**src/rtl/ufc_sqrt_pipe.sv**
```systemverilog
`default_nettype none
// ----------------------------------------------------------------------------
// ufc_sqrt_pipe
// Pipelined integer square root, one root bit per stage, with a sideband.
// ----------------------------------------------------------------------------
module ufc_sqrt_pipe #(
    parameter int X_W    = 48,
    parameter int SIDE_W = 1
) (
    input  logic                      i_clk,
    input  logic                      i_rst_n,
    input  logic                      i_valid,
    input  logic [X_W-1:0]            i_x,
    input  logic [SIDE_W-1:0]         i_side,
    output logic                      o_valid,
    output logic [(X_W+1)/2-1:0]      o_root,
    output logic [SIDE_W-1:0]         o_side
);
    localparam int RT_W = (X_W + 1) / 2;
    localparam int PD_W = 2 * RT_W;

    logic [RT_W:0]     r_valid;
    logic [RT_W:0]     r_rem  [RT_W+1];
    logic [RT_W-1:0]   r_root [RT_W+1];
    logic [PD_W-1:0]   r_x    [RT_W+1];
    logic [SIDE_W-1:0] r_side [RT_W+1];

    logic [RT_W+2:0]   w_trial [RT_W];
    logic [RT_W+2:0]   w_sub   [RT_W];
    logic              w_fits  [RT_W];

    for (genvar k = 0; k < RT_W; k++) begin : g_step
        logic [RT_W+2:0] cur;
        assign cur        = {r_rem[k], r_x[k][PD_W-1:PD_W-2]};
        assign w_sub[k]   = {1'b0, r_root[k], 2'b01};
        assign w_fits[k]  = cur >= w_sub[k];
        assign w_trial[k] = w_fits[k] ? (cur - w_sub[k]) : cur;
    end

    always_ff @(posedge i_clk) begin
        if (!i_rst_n) begin
            r_valid <= '0;
        end else begin
            r_valid <= {r_valid[RT_W-1:0], i_valid};
        end
    end

    always_ff @(posedge i_clk) begin
        r_rem[0]  <= '0;
        r_root[0] <= '0;
        r_x[0]    <= PD_W'(i_x);
        r_side[0] <= i_side;
        for (int k = 0; k < RT_W; k++) begin
            r_rem[k+1]  <= w_trial[k][RT_W:0];
            r_root[k+1] <= {r_root[k][RT_W-2:0], w_fits[k]};
            r_x[k+1]    <= {r_x[k][PD_W-3:0], 2'b00};
            r_side[k+1] <= r_side[k];
        end
    end

    assign o_valid = r_valid[RT_W];
    assign o_root  = r_root[RT_W];
    assign o_side  = r_side[RT_W];

endmodule
`default_nettype wire

```
**config.mk**
```make
export PLATFORM = sky130hd
export DESIGN_NAME = ufc_sqrt_pipe
export DESIGN_NICKNAME = d
export VERILOG_FILES = /design/src/rtl/ufc_sqrt_pipe.sv
export SDC_FILE = /design/constraint.sdc
export NUM_CORES = 2
export LEC_CHECK = 0
export ABC_AREA = 1
export BUFFER_PORTS_ARGS = -buffer_cell sky130_fd_sc_hd__buf_2
export CAP_MARGIN = 0
export CORE_MARGIN = 2
export CORE_UTILIZATION = 45
export CTS_BUF_LIST = sky130_fd_sc_hd__clkbuf_8
export DETAILED_ROUTE_END_ITERATION = 16
export HOLD_SLACK_MARGIN = 0.15
export SYNTH_ARGS = -nofsm -noshare
export SYNTH_HDL_FRONTEND = slang
export SYNTH_SLANG_ARGS = --single-unit
```
**constraint.sdc**
```tcl
create_clock -name i_clk -period 5.5 [get_ports i_clk]
set_input_delay 0.55 -clock i_clk [delete_from_list [all_inputs] [get_ports i_clk]]
set_output_delay 0.55 -clock i_clk [all_outputs]
set_load 0.03 [all_outputs]
```
==> impl_results.md <==
- Status: completed
- Clock root cell: clkbuf_8
- Crit-path slowest cell: inv_2
- Drt wl/cell: 15.1 um
- Startpoint types: register
- H-tree Lvls: 4
- Area Overhead vs Synth: 12.8%
- VDD IR max: 0.267 mV
- Clock tree buffer depth: 3
- Clk sinks: 1493
- Total track usage: 0.233
- Post-Syn Area: between 60000 and 70000 um^2
- Synth cell types: 58
- TritonCTS clock tree: done
- Area after DPL: 67600 um^2
- Post-synthesis sequential area ratio: 0.456
- Row cnt: 140
- Number of synthesized register bits: 1493
- Fin util: 0.509
- Die H: 386 um
- Tmin final: about 2.9 ns
- Max Clock Freq: 350 MHz
- Top cell by count, worst path: nand2_1
- Setup_tns: 0 ns
- WS Path Type: register to register
- Clk slew on worst S/H paths: ~0.060 ns
- Mean Syn Cell Area: 7.22 um^2
- CP cell instances: inv_1 > ha_1 > nand2_1 > inv_1 > nand2_1 > inv_1 > nand2_1 > nand3_1 > nand2_1 > nand3_2 > inv_2 > nand2_1 > nand2_1
- CP required: 6.34 ns
- Initial antenna violation count: 3
- DP Wirelength: between 100000 and 150000 um
- Fill cells: 14600
- CTS resizes: 0
- Vias per cell: 4.72
- Routability Congestion: 0.918
- Io pins: 78
- # DRC: 0
- Worst slew margin: 0.362
- CP Capture Type: register
- Largest net degree at the start of global routing: 29
- Slew Viols, Final: 0
- Post-route clock period utilization: 0.520
- Initial Utilization: 0.452
- Routed wire length: 174000 um
- Post-synth EDFFs: 0
- LEAKAGE: 40.4 nW
- Nets: 9767
- Tightest Pin Transition: 0.957 ns
- Ys flop type: dfxtp_1
- Total CTS buffers: 234
- Via count: 54300
- Number of DRC markers in iteration 0: 3592
- Number of global-route vias before repair: 51900
- Crit Path Max Fanout: 25
- Post-Layout Inst Area: 74000 um^2
- Synth warn: 0
- PD cells: 443 nW/um^2
- Net Count, Synth: around 9500
- PortBufs: 77
- Hold Path Class: primary input to register
- Gate Count Post-Synth: 9080
- Share of cells above drive strength 1: 0.0701
- Max Clock Skew: 0.0880 ns
- Post-synth ARST share: 0
- CP max stage delay: 0.69 ns
- First-pass GRT wire length: around 280000 um
- Die width: 386 um
- Clock Latency Late Sink: 0.99 ns
- Core ar.: 145000 um^2
- Final hold viol count: 0
- Worst EP arrival: approximately 3.7 ns
- Max Cap Viol: 0
- Setup violators final: 0
- Unrepaired setup endpoints after global routing: no
- TritonRoute pass-1 iters: 6
- Die ar.: 149000 um^2
- Final global-route overflow total: 0
- Detail Route Antenna Nets: 0
layout by cell type, fill, tap and decap left out, types with 30 or more instances in the layout:
| cell type | n |
|---|---|
| nand4_1 | 136 |
| xnor2_1 | 47 |
| inv_1 | 1641 |
| xor2_1 | 152 |
| a21oi_1 | 252 |
| dlygate4sd3_1 | 91 |
| o21ai_1 | 30 |
| nor2_2 | 45 |
| ha_1 | 325 |
| dfxtp_1 | 1493 |
| nand2_1 | 3226 |
| clkbuf_8 | 293 |
| nor3_1 | 65 |
| nand3b_1 | 88 |
| clkinv_2 | 44 |
| buf_2 | 77 |
| o21ai_0 | 89 |
| a21oi_2 | 54 |
| nor2_1 | 720 |
| nand3_1 | 506 |
cell families after synthesis:
group,after synthesis,share of synthesized area
flops,1493,0.456
other cells,1,0.0000572
fa+ha+maj,325,0.0620
xor+xnor,199,0.0266
simple gates,4891,0.309
buf+inv,1699,0.104
compound gates,472,0.0424
synthesized netlist by cell type (all sizes together) (2+ instances only):
library cell | n | area, um^2
xnor2 | 47 | 412
a21boi | 2 | 15.0
nor2 | 774 | 3090
dfxtp | 1493 | 29900
o211ai | 4 | 43.8
a21oi | 312 | 1830
nand3 | 514 | 2640
nand4 | 136 | 851
clkbuf | 5 | 20.0
nand2 | 3255 | 12300
o21bai | 12 | 97.6
nand3b | 88 | 661
nor3b | 5 | 37.5
o2111ai | 2 | 17.5
a21o | 2 | 15.0
or2 | 25 | 156
nor3 | 67 | 345
nand2b | 2 | 12.5
o21ai | 131 | 708
nor4 | 3 | 33.8
and3 | 5 | 31.3
xor2 | 152 | 1330
buf | 90 | 771
o21a | 4 | 30.0
ha | 325 | 4070
inv | 1604 | 6030
and2 | 17 | 109
per-stage QoR:
| step | setup slack [ns] | cells | hold WS (ns) | total power [mW] |
|---|---|---|---|---|
| after floorplan | 3.64 | 9080 | 0.310 | 19.9 |
| after global placement | 2.67 | 11000 | 0.310 | 22.6 |
| after detailed placement | 2.65 | 11000 | 0.312 | 22.6 |
| after CTS | 2.61 | 11500 | 0.156 | 33.1 |
| after global routing | 2.37 | 11500 | 0.169 | 34.9 |
| final | 2.64 | 11500 | 0.238 | 32.7 |
power breakdown:
group	internal [mW]	switching, mW
sequential	12.6	1.53
clock	5.72	4.55
combinational	2.78	5.51
cell type report:
cell class	count	area, um^2	area share
Antenna cell	5	12.5	0.000169
Inverter	1604	6030	0.0815
Clock buffer	293	4030	0.0545
Clock inverter	145	1420	0.0192
Sequential cell	1493	29900	0.404
Timing Repair Buffer	169	1300	0.0176
Tap cell	1917	2400	0.0324
Multi-Input combinational cell	5888	28900	0.390
metal layers:
| metal | vias to the layer above | track usage | routed length (um) |
|---|---|---|---|
| met4 | 0 | 0.0661 | 4260 |
| met2 | 1285 | 0.382 | 78300 |
| met5 | - | 0 | 0 |
| met3 | 284 | 0.0345 | 8800 |
| li1 | 28300 | - | - |
| met1 | 24400 | 0.317 | 82700 |
registers in the layout (all words and copies together) (netlist names):
signal,count
r_x,600
r_rem,543
r_root,300
r_side,25
r_valid,25
path summary, 6_finish.rpt:
| kind | from | end | slack (ns) | cells after the start |
|---|---|---|---|---|
| max | r_root[1][103]$_DFF_P_ | r_rem[2][140]$_DFF_P_ | 2.64 | 13 |
| max reg2reg | r_root[1][103]$_DFF_P_ | r_rem[2][140]$_DFF_P_ | 2.64 | 13 |
| min | i_x[12] | r_x[0][12]$_DFF_P_ | 0.24 | 2 |
| min reg2reg | r_root[0][221]$_DFF_P_ | r_root[0][246]$_DFF_P_ | 0.28 | 0 |
critical path: cells and delay by family, from the launching register on:
family / cells / cell delay, ns
AND/OR/NAND/NOR: 8 / 1.22
buffers and inverters: 4 / 0.86
adder cells (fa/ha/maj): 1 / 0.34
flip-flops: 1 / 0.32
repair_timing:
| action | 4_1_cts | 5_1_grt |
|---|---|---|
| hold buffers | 91 | 0 |
| endpoints found under the hold margin | 74 | 0 |
| buffers inserted | 0 | 0 |
No activity file was read; power rests on OpenSTA's default activity.
